## src/sv/mcs_pkg.sv

```systemverilog
// Shared types, constants and microcode ROM of the MACD crossover core.
// No dependencies.
package mcs_pkg;

  localparam int WEIGHT_FRAC = 16;
  localparam int ALPHA_W = 17;
  localparam int ALPHA_MUL_W = ALPHA_W + 1;
  localparam logic [ALPHA_W-1:0] WEIGHT_ONE = 17'd65536;

  localparam logic [ALPHA_W-1:0] ALPHA_FAST_RST = 17'd10082;
  localparam logic [ALPHA_W-1:0] ALPHA_SLOW_RST = 17'd4855;
  localparam logic [ALPHA_W-1:0] ALPHA_SIGNAL_RST = 17'd13107;

  localparam int CFG_IDX_W = 2;
  localparam logic [CFG_IDX_W-1:0] REG_ALPHA_FAST = 2'd0;
  localparam logic [CFG_IDX_W-1:0] REG_ALPHA_SLOW = 2'd1;
  localparam logic [CFG_IDX_W-1:0] REG_ALPHA_SIGNAL = 2'd2;

  localparam logic signed [1:0] TRADE_NONE = 2'sd0;
  localparam logic signed [1:0] TRADE_BUY = 2'sd1;
  localparam logic signed [1:0] TRADE_SELL = -2'sd1;

  localparam int STEP_W = 4;
  typedef logic [STEP_W-1:0] step_t;

  localparam step_t ST_WAIT = 4'd0;
  localparam step_t ST_MLO_FAST = 4'd1;
  localparam step_t ST_MHI_FAST = 4'd2;
  localparam step_t ST_MLO_SLOW = 4'd3;
  localparam step_t ST_MHI_SLOW = 4'd4;
  localparam step_t ST_UPD_SLOW = 4'd5;
  localparam step_t ST_MACD = 4'd6;
  localparam step_t ST_MLO_SIG = 4'd7;
  localparam step_t ST_MHI_SIG = 4'd8;
  localparam step_t ST_UPD_SIG = 4'd9;
  localparam step_t ST_OUT = 4'd10;
  localparam step_t ST_SEED = 4'd11;

  typedef enum logic [1:0] {SEL_FAST, SEL_SLOW, SEL_SIG} ema_sel_t;
  typedef enum logic {HALF_LO, HALF_HI} mul_half_t;
  typedef enum logic [1:0] {JMP_NONE, JMP_UNSEEDED, JMP_ALWAYS} jmp_t;

  typedef struct packed {
    logic wait_in;
    logic wait_out;
    logic mul_en;
    mul_half_t half;
    ema_sel_t mul_sel;
    logic acc_load;
    logic upd_en;
    ema_sel_t upd_sel;
    logic macd_load;
    logic seed_load;
    jmp_t jmp;
    step_t target;
  } ctrl_word_t;

  typedef struct packed {
    logic in_valid;
    logic out_free;
    logic unseeded;
  } seq_status_t;

  // Microprogram: fast, slow and signal EMA share the multiplier, the fast update
  // overlaps the slow low-half product.
  function automatic ctrl_word_t micro_rom(input step_t step);
    ctrl_word_t w;
    w = '0;
    unique case (step)
      ST_WAIT: begin
        w.wait_in = 1'b1;
      end
      ST_MLO_FAST: begin
        w.mul_en = 1'b1;
        w.half = HALF_LO;
        w.mul_sel = SEL_FAST;
        w.jmp = JMP_UNSEEDED;
        w.target = ST_SEED;
      end
      ST_MHI_FAST: begin
        w.mul_en = 1'b1;
        w.half = HALF_HI;
        w.mul_sel = SEL_FAST;
        w.acc_load = 1'b1;
      end
      ST_MLO_SLOW: begin
        w.mul_en = 1'b1;
        w.half = HALF_LO;
        w.mul_sel = SEL_SLOW;
        w.upd_en = 1'b1;
        w.upd_sel = SEL_FAST;
      end
      ST_MHI_SLOW: begin
        w.mul_en = 1'b1;
        w.half = HALF_HI;
        w.mul_sel = SEL_SLOW;
        w.acc_load = 1'b1;
      end
      ST_UPD_SLOW: begin
        w.upd_en = 1'b1;
        w.upd_sel = SEL_SLOW;
      end
      ST_MACD: begin
        w.macd_load = 1'b1;
      end
      ST_MLO_SIG: begin
        w.mul_en = 1'b1;
        w.half = HALF_LO;
        w.mul_sel = SEL_SIG;
      end
      ST_MHI_SIG: begin
        w.mul_en = 1'b1;
        w.half = HALF_HI;
        w.mul_sel = SEL_SIG;
        w.acc_load = 1'b1;
      end
      ST_UPD_SIG: begin
        w.upd_en = 1'b1;
        w.upd_sel = SEL_SIG;
      end
      ST_OUT: begin
        w.wait_out = 1'b1;
        w.jmp = JMP_ALWAYS;
        w.target = ST_WAIT;
      end
      ST_SEED: begin
        w.seed_load = 1'b1;
        w.jmp = JMP_ALWAYS;
        w.target = ST_OUT;
      end
      default: begin
        w.jmp = JMP_ALWAYS;
        w.target = ST_WAIT;
      end
    endcase
    return w;
  endfunction

endpackage

```

## src/sv/mcs_seq.sv

```systemverilog
// Microcode sequencer: step counter, ROM lookup and conditional jumps.
// Depends on mcs_pkg.
module mcs_seq (
  input  logic                clk,
  input  logic                rst,
  input  mcs_pkg::seq_status_t status,
  output mcs_pkg::ctrl_word_t  ctrl
);

  mcs_pkg::step_t step;
  mcs_pkg::step_t step_next;
  logic hold;
  logic taken;

  assign ctrl = mcs_pkg::micro_rom(step);

  always_comb begin
    hold = (ctrl.wait_in && !status.in_valid) || (ctrl.wait_out && !status.out_free);
    taken = (ctrl.jmp == mcs_pkg::JMP_ALWAYS) ||
            (ctrl.jmp == mcs_pkg::JMP_UNSEEDED && status.unseeded);
    if (hold) begin
      step_next = step;
    end else if (taken) begin
      step_next = ctrl.target;
    end else begin
      step_next = step + mcs_pkg::step_t'(1);
    end
  end

  always_ff @(posedge clk) begin
    if (rst) begin
      step <= mcs_pkg::ST_WAIT;
    end else begin
      step <= step_next;
    end
  end

endmodule

```

## src/sv/mcs_datapath.sv

```systemverilog
// Datapath: weight registers, EMA state, shared split multiplier, result register.
// Depends on mcs_pkg; driven by mcs_seq control words.
module mcs_datapath #(
  parameter int PRICE_BITS = 32,
  parameter int FRAC_BITS = 16
) (
  input  logic                                   clk,
  input  logic                                   rst,
  input  mcs_pkg::ctrl_word_t                    ctrl,
  input  logic                                   price_valid,
  input  logic [PRICE_BITS-1:0]                  price,
  input  logic                                   cfg_valid,
  input  logic [mcs_pkg::CFG_IDX_W-1:0]          cfg_index,
  input  logic [mcs_pkg::ALPHA_W-1:0]            cfg_data,
  input  logic                                   result_stall,
  output mcs_pkg::seq_status_t                   status,
  output logic                                   result_valid,
  output logic signed [PRICE_BITS+FRAC_BITS:0]   macd_value,
  output logic signed [PRICE_BITS+FRAC_BITS:0]   signal_value,
  output logic signed [PRICE_BITS+FRAC_BITS+1:0] histogram,
  output logic signed [1:0]                      trade_signal
);

  localparam int AW = PRICE_BITS + FRAC_BITS;
  localparam int DW = AW + 2;
  localparam int LO_W = (DW + 1) / 2;
  localparam int HI_W = DW - LO_W;
  localparam int OP_W = LO_W + 1;
  localparam int PW = OP_W + mcs_pkg::ALPHA_MUL_W;
  localparam int SW = PW + LO_W;

  logic [mcs_pkg::ALPHA_W-1:0] alpha_fast;
  logic [mcs_pkg::ALPHA_W-1:0] alpha_slow;
  logic [mcs_pkg::ALPHA_W-1:0] alpha_signal;
  logic [mcs_pkg::ALPHA_W-1:0] cfg_weight;
  logic seeded;

  logic [PRICE_BITS-1:0] price_reg;
  logic [AW-1:0] fast_avg;
  logic [AW-1:0] slow_avg;
  logic signed [AW:0] signal_avg;
  logic signed [AW:0] macd_reg;
  logic signed [AW:0] prev_macd;
  logic signed [AW:0] sig_prev;
  logic signed [PW-1:0] prod;
  logic signed [PW-1:0] acc;

  logic [AW-1:0] price_fix;
  logic signed [DW-1:0] mul_x;
  logic signed [DW-1:0] mul_avg;
  logic [mcs_pkg::ALPHA_W-1:0] mul_alpha;
  logic signed [DW-1:0] diff;
  logic signed [OP_W-1:0] mul_op;
  logic signed [mcs_pkg::ALPHA_MUL_W-1:0] mul_a;
  logic signed [PW-1:0] product;
  logic signed [DW-1:0] upd_base;
  logic signed [SW-1:0] wsum;
  logic signed [DW-1:0] upd_val;
  logic signed [DW-1:0] hist;
  logic signed [DW-1:0] prev_diff;
  logic buy;
  logic sell;
  logic out_load;
  logic in_fire;

  assign in_fire = ctrl.wait_in && price_valid;
  assign status.in_valid = price_valid;
  assign status.out_free = !result_valid || !result_stall;
  assign status.unseeded = !seeded;
  assign out_load = ctrl.wait_out && status.out_free;

  // Weights above one saturate at the write.
  assign cfg_weight = (cfg_data > mcs_pkg::WEIGHT_ONE) ? mcs_pkg::WEIGHT_ONE : cfg_data;
  assign price_fix = {price_reg, {FRAC_BITS{1'b0}}};

  always_comb begin
    case (ctrl.mul_sel)
      mcs_pkg::SEL_FAST: begin
        mul_x = {2'b00, price_fix};
        mul_avg = {2'b00, fast_avg};
        mul_alpha = alpha_fast;
      end
      mcs_pkg::SEL_SLOW: begin
        mul_x = {2'b00, price_fix};
        mul_avg = {2'b00, slow_avg};
        mul_alpha = alpha_slow;
      end
      default: begin
        mul_x = {macd_reg[AW], macd_reg};
        mul_avg = {signal_avg[AW], signal_avg};
        mul_alpha = alpha_signal;
      end
    endcase
    diff = mul_x - mul_avg;
    // Difference split in two halves: unsigned low, signed high.
    if (ctrl.half == mcs_pkg::HALF_LO) begin
      mul_op = {1'b0, diff[LO_W-1:0]};
    end else begin
      mul_op = {{(OP_W-HI_W){diff[DW-1]}}, diff[DW-1:LO_W]};
    end
    mul_a = {1'b0, mul_alpha};
    product = mul_op * mul_a;
  end

  always_comb begin
    case (ctrl.upd_sel)
      mcs_pkg::SEL_FAST: upd_base = {2'b00, fast_avg};
      mcs_pkg::SEL_SLOW: upd_base = {2'b00, slow_avg};
      default:           upd_base = {signal_avg[AW], signal_avg};
    endcase
    // prod holds the high partial product, acc the low one; floor by bit select.
    wsum = {prod, {LO_W{1'b0}}} + {{LO_W{acc[PW-1]}}, acc};
    upd_val = upd_base + wsum[DW+mcs_pkg::WEIGHT_FRAC-1:mcs_pkg::WEIGHT_FRAC];
  end

  always_comb begin
    hist = {macd_reg[AW], macd_reg} - {signal_avg[AW], signal_avg};
    prev_diff = {prev_macd[AW], prev_macd} - {sig_prev[AW], sig_prev};
    buy = (prev_diff[DW-1] || prev_diff == '0) && !hist[DW-1] && hist != '0;
    sell = !prev_diff[DW-1] && hist[DW-1];
  end

  always_ff @(posedge clk) begin
    if (rst) begin
      alpha_fast <= mcs_pkg::ALPHA_FAST_RST;
      alpha_slow <= mcs_pkg::ALPHA_SLOW_RST;
      alpha_signal <= mcs_pkg::ALPHA_SIGNAL_RST;
      seeded <= 1'b0;
      result_valid <= 1'b0;
    end else begin
      if (cfg_valid) begin
        case (cfg_index)
          mcs_pkg::REG_ALPHA_FAST:   alpha_fast <= cfg_weight;
          mcs_pkg::REG_ALPHA_SLOW:   alpha_slow <= cfg_weight;
          mcs_pkg::REG_ALPHA_SIGNAL: alpha_signal <= cfg_weight;
          default: ;
        endcase
      end
      if (ctrl.seed_load) begin
        seeded <= 1'b1;
      end
      if (out_load) begin
        result_valid <= 1'b1;
      end else if (!result_stall) begin
        result_valid <= 1'b0;
      end
    end
  end

  always_ff @(posedge clk) begin
    if (in_fire) begin
      price_reg <= price;
    end
    if (ctrl.mul_en) begin
      prod <= product;
    end
    if (ctrl.acc_load) begin
      acc <= prod;
    end
    if (ctrl.upd_en) begin
      case (ctrl.upd_sel)
        mcs_pkg::SEL_FAST: fast_avg <= upd_val[AW-1:0];
        mcs_pkg::SEL_SLOW: slow_avg <= upd_val[AW-1:0];
        default: begin
          signal_avg <= upd_val[AW:0];
          sig_prev <= signal_avg;
        end
      endcase
    end
    if (ctrl.macd_load) begin
      macd_reg <= {1'b0, fast_avg} - {1'b0, slow_avg};
    end
    if (ctrl.seed_load) begin
      fast_avg <= price_fix;
      slow_avg <= price_fix;
      signal_avg <= '0;
      macd_reg <= '0;
      prev_macd <= '0;
      sig_prev <= '0;
    end
    if (out_load) begin
      macd_value <= macd_reg;
      signal_value <= signal_avg;
      histogram <= hist;
      trade_signal <= buy ? mcs_pkg::TRADE_BUY :
                      (sell ? mcs_pkg::TRADE_SELL : mcs_pkg::TRADE_NONE);
      prev_macd <= macd_reg;
    end
  end

endmodule

```

## src/sv/macd_crossover_signal_core.sv

```systemverilog
// MACD 12/26/9 crossover core, top level: sequencer plus datapath.
// Depends on mcs_pkg, mcs_seq and mcs_datapath.
//
// Usage:
//  - Price channel: price_valid/price_stall, one closing price per beat.
//    price_stall is low only while the sequencer waits for a new item.
//  - Result channel: result_valid/result_stall, one beat per price with
//    macd_value, signal_value, histogram and trade_signal (+1 buy, -1 sell).
//  - Config channel: cfg_valid/cfg_ready (always ready), cfg_index picks
//    alpha_fast, alpha_slow or alpha_signal; other indexes are dropped.
//    Weights are Q1.16 and clip at 1.0. Write only while the core is idle.
//  - Microprogram: it drives one shared multiplier, two half-width
//    products per EMA. A normal price runs the fast and slow EMA steps, the
//    MACD step and the signal EMA step, in that order, before its output
//    step; the first price after reset only seeds the EMAs.
//  - The result register holds while result_stall is high; the sequencer
//    waits at its output step, so one more price can be taken and worked
//    on while a finished result waits.
//  - Reset (rst, synchronous) restores the default weights and unseeds
//    the averages; nothing else needs clearing.
module macd_crossover_signal_core #(
  parameter int PRICE_BITS = 32,
  parameter int FRAC_BITS = 16
) (
  input  logic                                   clk,
  input  logic                                   rst,
  input  logic                                   price_valid,
  output logic                                   price_stall,
  input  logic [PRICE_BITS-1:0]                  price,
  output logic                                   result_valid,
  input  logic                                   result_stall,
  output logic signed [PRICE_BITS+FRAC_BITS:0]   macd_value,
  output logic signed [PRICE_BITS+FRAC_BITS:0]   signal_value,
  output logic signed [PRICE_BITS+FRAC_BITS+1:0] histogram,
  output logic signed [1:0]                      trade_signal,
  input  logic                                   cfg_valid,
  output logic                                   cfg_ready,
  input  logic [mcs_pkg::CFG_IDX_W-1:0]          cfg_index,
  input  logic [mcs_pkg::ALPHA_W-1:0]            cfg_data
);

  mcs_pkg::ctrl_word_t ctrl;
  mcs_pkg::seq_status_t status;

  // Config writes go straight into the weight registers.
  assign cfg_ready = 1'b1;
  // Price beats are taken only at the wait step of the microprogram.
  assign price_stall = !ctrl.wait_in;

  mcs_seq u_seq (
    .clk    (clk),
    .rst    (rst),
    .status (status),
    .ctrl   (ctrl)
  );

  mcs_datapath #(
    .PRICE_BITS (PRICE_BITS),
    .FRAC_BITS  (FRAC_BITS)
  ) u_dp (
    .clk          (clk),
    .rst          (rst),
    .ctrl         (ctrl),
    .price_valid  (price_valid),
    .price        (price),
    .cfg_valid    (cfg_valid),
    .cfg_index    (cfg_index),
    .cfg_data     (cfg_data),
    .result_stall (result_stall),
    .status       (status),
    .result_valid (result_valid),
    .macd_value   (macd_value),
    .signal_value (signal_value),
    .histogram    (histogram),
    .trade_signal (trade_signal)
  );

endmodule

```

## config.mk

```make
export PLATFORM = sky130hd
export DESIGN_NAME = macd_crossover_signal_core
export DESIGN_NICKNAME = d
export VERILOG_FILES = /design/src/sv/mcs_pkg.sv /design/src/sv/mcs_seq.sv /design/src/sv/mcs_datapath.sv /design/src/sv/macd_crossover_signal_core.sv
export SDC_FILE = /design/constraint.sdc
export NUM_CORES = 2
export LEC_CHECK = 0
export BUFFER_PORTS_ARGS = -buffer_cell sky130_fd_sc_hd__buf_2
export CORE_UTILIZATION = 55
export CTS_CLUSTER_DIAMETER = 200
export DETAILED_ROUTE_END_ITERATION = 16
export GPL_TIMING_DRIVEN = 1
export MAX_ROUTING_LAYER = met4
export PLACE_DENSITY = 0.75
export SYNTH_ARGS = -nofsm -noshare
export SYNTH_HDL_FRONTEND = slang
export SYNTH_SLANG_ARGS = --single-unit
```

## constraint.sdc

```tcl
create_clock -name clk -period 11.29 [get_ports clk]
set_input_delay 1.6935 -clock clk [delete_from_list [all_inputs] [get_ports clk]]
set_output_delay 1.6935 -clock clk [all_outputs]
set_load 0.1 [all_outputs]
```

# Word level (Yosys, flattened, before mapping)
# Cells that the tools add are included.
word_totals:
  register_bits: 619
  input_bits: 56
  out_inout_bits: 153
  wordCells: 117
classes:
  addsub: 7
  multipliers: 1
  n_lt_le_gt_ge: 1
  eq_ne: 18
  muxes: 26
  bitwise_logic: 1
  n_reduce_logical: 42
op_table:
  columns: ["cell", "n"]
  rows:
  - ["48-bit 2-to-1 mux", 6]
  - ["50-bit one-hot mux with 2 select lines", 1]
  - ["49-bit by 49-bit subtractor with 50-bit output", 2]
  - ["49-bit 2-to-1 mux", 2]
  - ["49-bit one-hot mux with 2 select lines", 1]
  - ["65-bit adder", 1]
  - ["50-bit logical NOT", 1]
  - ["50-bit 2-to-1 mux", 1]
  - ["50-bit nonzero test", 1]
  - ["50-bit subtractor", 1]
  - ["49-bit adder", 1]
  - ["48-bit by 48-bit subtractor with 49-bit output", 1]
  - ["26-bit by 18-bit multiplier with 44-bit output", 1]
  - ["17-bit one-hot mux with 2 select lines", 1]
  - ["26-bit 2-to-1 mux", 1]
  - ["4-bit one-hot mux with 6 select lines", 1]
  - ["6-bit one-hot mux with 3 select lines", 1]
  - ["17-bit > comparator (second input constant)", 1]
  - ["17-bit 2-to-1 mux", 1]
  - ["4-bit by 3-bit equality test with 1-bit output (second input constant)", 4]
  - ["4-bit equality test (second input constant)", 4]
  - ["2-bit AND reduction", 8]
  - ["3-bit one-hot mux with 3 select lines", 1]
  - ["9-bit OR reduction", 1]
  - ["other kinds (18)", 52]

# Logic depth before layout (Yosys ltp)
logic_depth:
  depth_word: 8
  mapped_depth: 52
  mapped_depth_nobuf: 49

# Hierarchy
# A second synthesis with hierarchy kept.
hier_totals:
  hier_cells: 6052
  area_unflattened_um2: 54436.0
by_module_without_submodules:
  columns: ["module", "instances", "cells_each", "area_per_inst_um2", "seq_area_each_um2"]
  rows:
  - ["mcs_datapath", 1, 5982, 53826.6, 15665.0]
  - ["mcs_seq", 1, 67, 594.3, 80.1]
  - ["macd_crossover_signal_core", 1, 3, 15.0, 0.0]

# Least setup slack after synthesis
# Ideal clock, no wire load.
synth_path:
  kind: "register to register"
  startpoint: "reg u_seq.step[0]"
  endpoint: "reg u_dp.prod[39], data pin"
  setup_time_ns: 0.258
  arrival_ns: 10.828
  t_required_ns: 11.032
  path_slack_ns: 0.204
  path_stages_with_launch: 47
  n_path_buf: 6
  synth_period_minus_slack_ns: 11.086
  cell_sequence: "dfxtp_1 -> inv_1 -> ha_1 -> clkbuf_1 -> nand2_1 -> o21a_1 -> clkbuf_1 -> buf_1 -> clkbuf_1 -> clkbuf_1 -> o21ai_0 -> ha_1 -> o21ai_0 -> a21boi_0 -> o311a_1 -> nor3_1 -> o31ai_1 -> o21ai_0 -> [... 11 more ...] -> inv_1 -> fa_1 -> fa_1 -> inv_1 -> fa_1 -> inv_1 -> ha_1 -> nand3_1 -> o31ai_1 -> a211oi_1 -> o31ai_1 -> a41oi_1 -> a2111oi_0 -> o21ai_0 -> a21boi_0 -> o21a_1 -> nor2_1 -> xnor2_1"
synth_via:
  elab_chain_cells: 8
  elab_cells_between_ends: 16
  classes_between: "1 x add/sub; 1 x mul; 7 x eq/ne; 5 x mux; 2 x reduce/logical"
synth_lines:
  columns: ["item", "line_no", "source"]
  rows:
  - ["from (decl)", "mcs_seq.sv:10", "mcs_pkg::step_t step;"]
  - ["from (signal assigned)", "mcs_seq.sv:32", "step <= mcs_pkg::ST_WAIT;"]
  - ["from (signal assigned)", "mcs_seq.sv:34", "step <= step_next;"]
  - ["4-bit equality test, or another cell as far along", "mcs_pkg.sv:69", "unique case (step)"]
  - ["4-bit one-hot mux with 6 select lines *", "mcs_pkg.sv:69", null]
  - ["2-bit by 1-bit equality test with 1-bit output / 2-bit logical NOT (equally long branches)", "mcs_datapath.sv:77", "case (ctrl.mul_sel)"]
  - ["2-bit OR reduction (no line)", null, null]
  - ["50-bit 2-to-1 mux", "mcs_datapath.sv:77", null]
  - ["50-bit subtractor", "mcs_datapath.sv:94", "diff = mul_x - mul_avg;"]
  - ["26-bit 2-to-1 mux", "mcs_datapath.sv:96", "if (ctrl.half == mcs_pkg::HALF_LO) begin"]
  - ["26-bit by 18-bit multiplier with 44-bit output *", "mcs_datapath.sv:102", "product = mul_op * mul_a;"]
  - ["named net u_dp.product[39]", "mcs_datapath.sv:55", "logic signed [PW-1:0] product;"]
  - ["to (signal assigned)", "mcs_datapath.sv:155", "prod <= product;"]
  - ["to (decl)", "mcs_datapath.sv:45", "logic signed [PW-1:0] prod;"]
# Mark *: on every way through the listed nets, which the timed path passes. The rest lies on a longest branch.
# A chain may end at the register's enable or synchronous reset.

# Worst setup path after layout
layout_path:
  startpoint: "reg u_seq.step[0]"
  endpoint: "reg u_dp.prod[43], data pin"
# Same word-level chain as after synthesis.

==> results.toml <==
[layout]
drive_gt1_share_pct = 9.64
fillers = 8223
syn_to_final_growth_pct = 11.1
regMostFlops = "u_dp.histogram"
design_area_um2 = 59200
largest_reg_flops = 50
nets = 7075

[timing]
worst_pin_slew_ns = 1.18
slew_headroom_pct = 20.5
fin_crit_ns = 10.83
fin_crit_sh_pct = 95.9
final_hold_viol_count = 0
slew_viol_final = 0
clock-skew-final_ns = 0.0429
setup_viol = 0
fmax_ghz = 0.0923
fin_tns_setup_ns = 0

[clock_network]
clk_latency_ns = 0.66
cts_tree = "done"
htree_num_levels = 3
clk_pin_slew_worst_paths_ns = 0.06
cts_max_path_buffers = 3
cts_buffers = 69
clock_sinks = 603
hold_buffers = 0
cts_root_buf = "clkbuf_16"

[synthesis]
synth.net_count = 6841
netlist_area_um2 = 53200
ys_seq_area_share_pct = 29.6
avgSynthCellArea_um2 = 8.94
yosys-top-cells-area = "edfxtp_1 21%, fa_1 16%, ha_1 9.2%, dfxtp_1 8.9%, nand2_1 5.4%"
synth_most_common_cell = "nand2_1"
yosys_warnings = 0
synth_commonest_cells = "767 x nand2_1, 708 x inv_1, 505 x nor2_1"
yosysTopAreaCell = "edfxtp_1"
syn_inst = 5956
synthFlopType = "edfxtp_1"
synth_top_area_share_pct = 20.7
synth_edf_count = 367
synth_seq_cells = 603
ys_types = 83
synthArstFlopShare_pct = 0

[worst_setup_path]
crit_family = "adder cells"
cp_max_fo = 12
cp_slowest_cell = "fa_1"
cpPeakStageDelay_ns = 0.52
required_ns = 11.65
critPathLaunchType = "register"
cp.arrival_ns = 11.20
crit_path_end_kind = "register"
critical_path_class = "register to register"
path_common_cell = "fa_1"
crit_buf_inv = 9

[global_route]
grt_overflow = 0
antenna_found_initial = 4
met3_usage_pct = 4.74
grt_busiest_layer = "met2"
grt_usage_pct = 35.8
grtUsageMet1_pct = 45.2
grt_pass1_wl_um = 260000
grt_pass1_vias = 44258
grt_max_degree = 76
met2_usage_pct = 55.8

[floorplanning]
die_w_um = 313
die_y_um = 313
start_util_pct = 55.8
pin_count = 209
core-area_um2 = 95400
dieArea_um2 = 98100
rows = 113

[drt]
wl_per_cell_um = 22.9
num_vias = 45146
drt_iter0_drc = 4984
antenna_left = 0
viasPerCell = 6.01
drc = 0
totalWireLength_um = 172000
drt-pass1-iter-count = 6

[place]
place_area_um2 = 56500
gp_congestion = 1.04
dpl.hpwl_um = 136000
portBuffers = 207

[min_path]
hp-class = "register to register"

[outcome]
status = "finished, final reports clean"

[job]
maxCapViolCount = 0
-- per-layer routing --
metal | wire (um) | part of all wire, % | up-vias
met2 | 78400 | 46 | 2182
met4 | 11000 | 6.4 | 0
met3 | 14600 | 8.5 | 498
met5 | 0 | 0 | -
met1 | 67800 | 39 | 21736
li1 | - | - | 20730
-- worst register-to-register path, delay by kind of cell, from the launching register on --
kind	cells	cell delay (ns)
fa+ha+maj	9	3.94
mux	1	0.29
buf+inv	9	1.11
flops	1	0.34
compound gates	20	3.71
xor+xnor	1	0.08
simple gates	6	1.14
-- area by class of cell --
cell class / instances / area [um2] / share of cell area, %
diodes: 2 / 5.00 / 0.00846
clock buffers: 99 / 2050 / 3.47
clock inverters: 27 / 278 / 0.470
inverters: 708 / 2660 / 4.49
multi-input cells: 4409 / 34200 / 57.9
flip-flops and latches: 603 / 15700 / 26.6
well taps: 1265 / 1580 / 2.68
repair buffers: 399 / 2610 / 4.41
-- cell families (layout without fill, tap and decap cells) --
logic type      count (synthesis)  count (layout)  share of synthesized area [%]
other cells                     1               3                        0.00704
flops                         603             603                           29.6
xor+xnor                      274             274                           4.51
mux                            91              91                           1.72
buf+inv                       944            1233                           6.67
compound gates               1425            1425                           16.9
fa+ha+maj                     829             829                           25.6
simple gates                 1789            1789                           15.0
-- cell usage in the layout, fill, tap and decap left out, types with 64 or more instances in the layout --
cell type / synthesis / final
nand2_1: 767 / 761
inv_1: 708 / 707
nor2_1: 505 / 500
a21oi_1: 500 / 490
fa_1: 437 / 437
ha_1: 392 / 391
edfxtp_1: 367 / 367
o21ai_0: 268 / 258
dfxtp_1: 236 / 233
buf_2: 2 / 207
xnor2_1: 192 / 192
buf_4: 1 / 178
a21o_1: 171 / 170
mux2i_1: 89 / 88
and2_1: 90 / 88
xor2_1: 82 / 82
clkbuf_16: 0 / 78
nor2b_1: 75 / 75
nand2b_1: 65 / 64
-- stage by stage --
| stage | worst slack [ns] | cells | hold slack [ns] | utilization (%) |
|---|---|---|---|---|
| 2_1_floorplan | 0.204 | 5956 | 0.400 | - |
| 5_1_grt | -0.0474 | 7512 | 0.424 | 62.0 |
| 6_report | 0.458 | 7512 | 0.418 | 62.0 |
| 3_3_place_gp | 0.140 | 7372 | 0.406 | 59.2 |
| 3_5_place_dp | -0.0533 | 7372 | 0.405 | 59.2 |
| 4_1_cts | 0.0102 | 7498 | 0.418 | 61.6 |
-- what timing repair did --
action | 4_1_cts | 5_1_grt
buffers inserted | 0 | 10
pin swaps | 0 | 11
hold endpoints to repair | 0 | 0
resized for setup | 5 | 58
endpoints found under the setup margin | 3 | 11
gates cloned | 0 | 2
-- path summary, 6_finish.rpt --
kind,from,endpoint,slack [ns],cells past startpoint
max reg2reg,u_seq.step[0],u_dp.prod[43],0.46,46
min,u_dp.prod[41],u_dp.acc[41],0.42,0
min reg2reg,u_dp.prod[41],u_dp.acc[41],0.42,0
max,u_seq.step[0],u_dp.prod[43],0.46,46
Power is not shown: default switching activity piles up to over one toggle a cycle in this logic, so the estimate is an artifact.
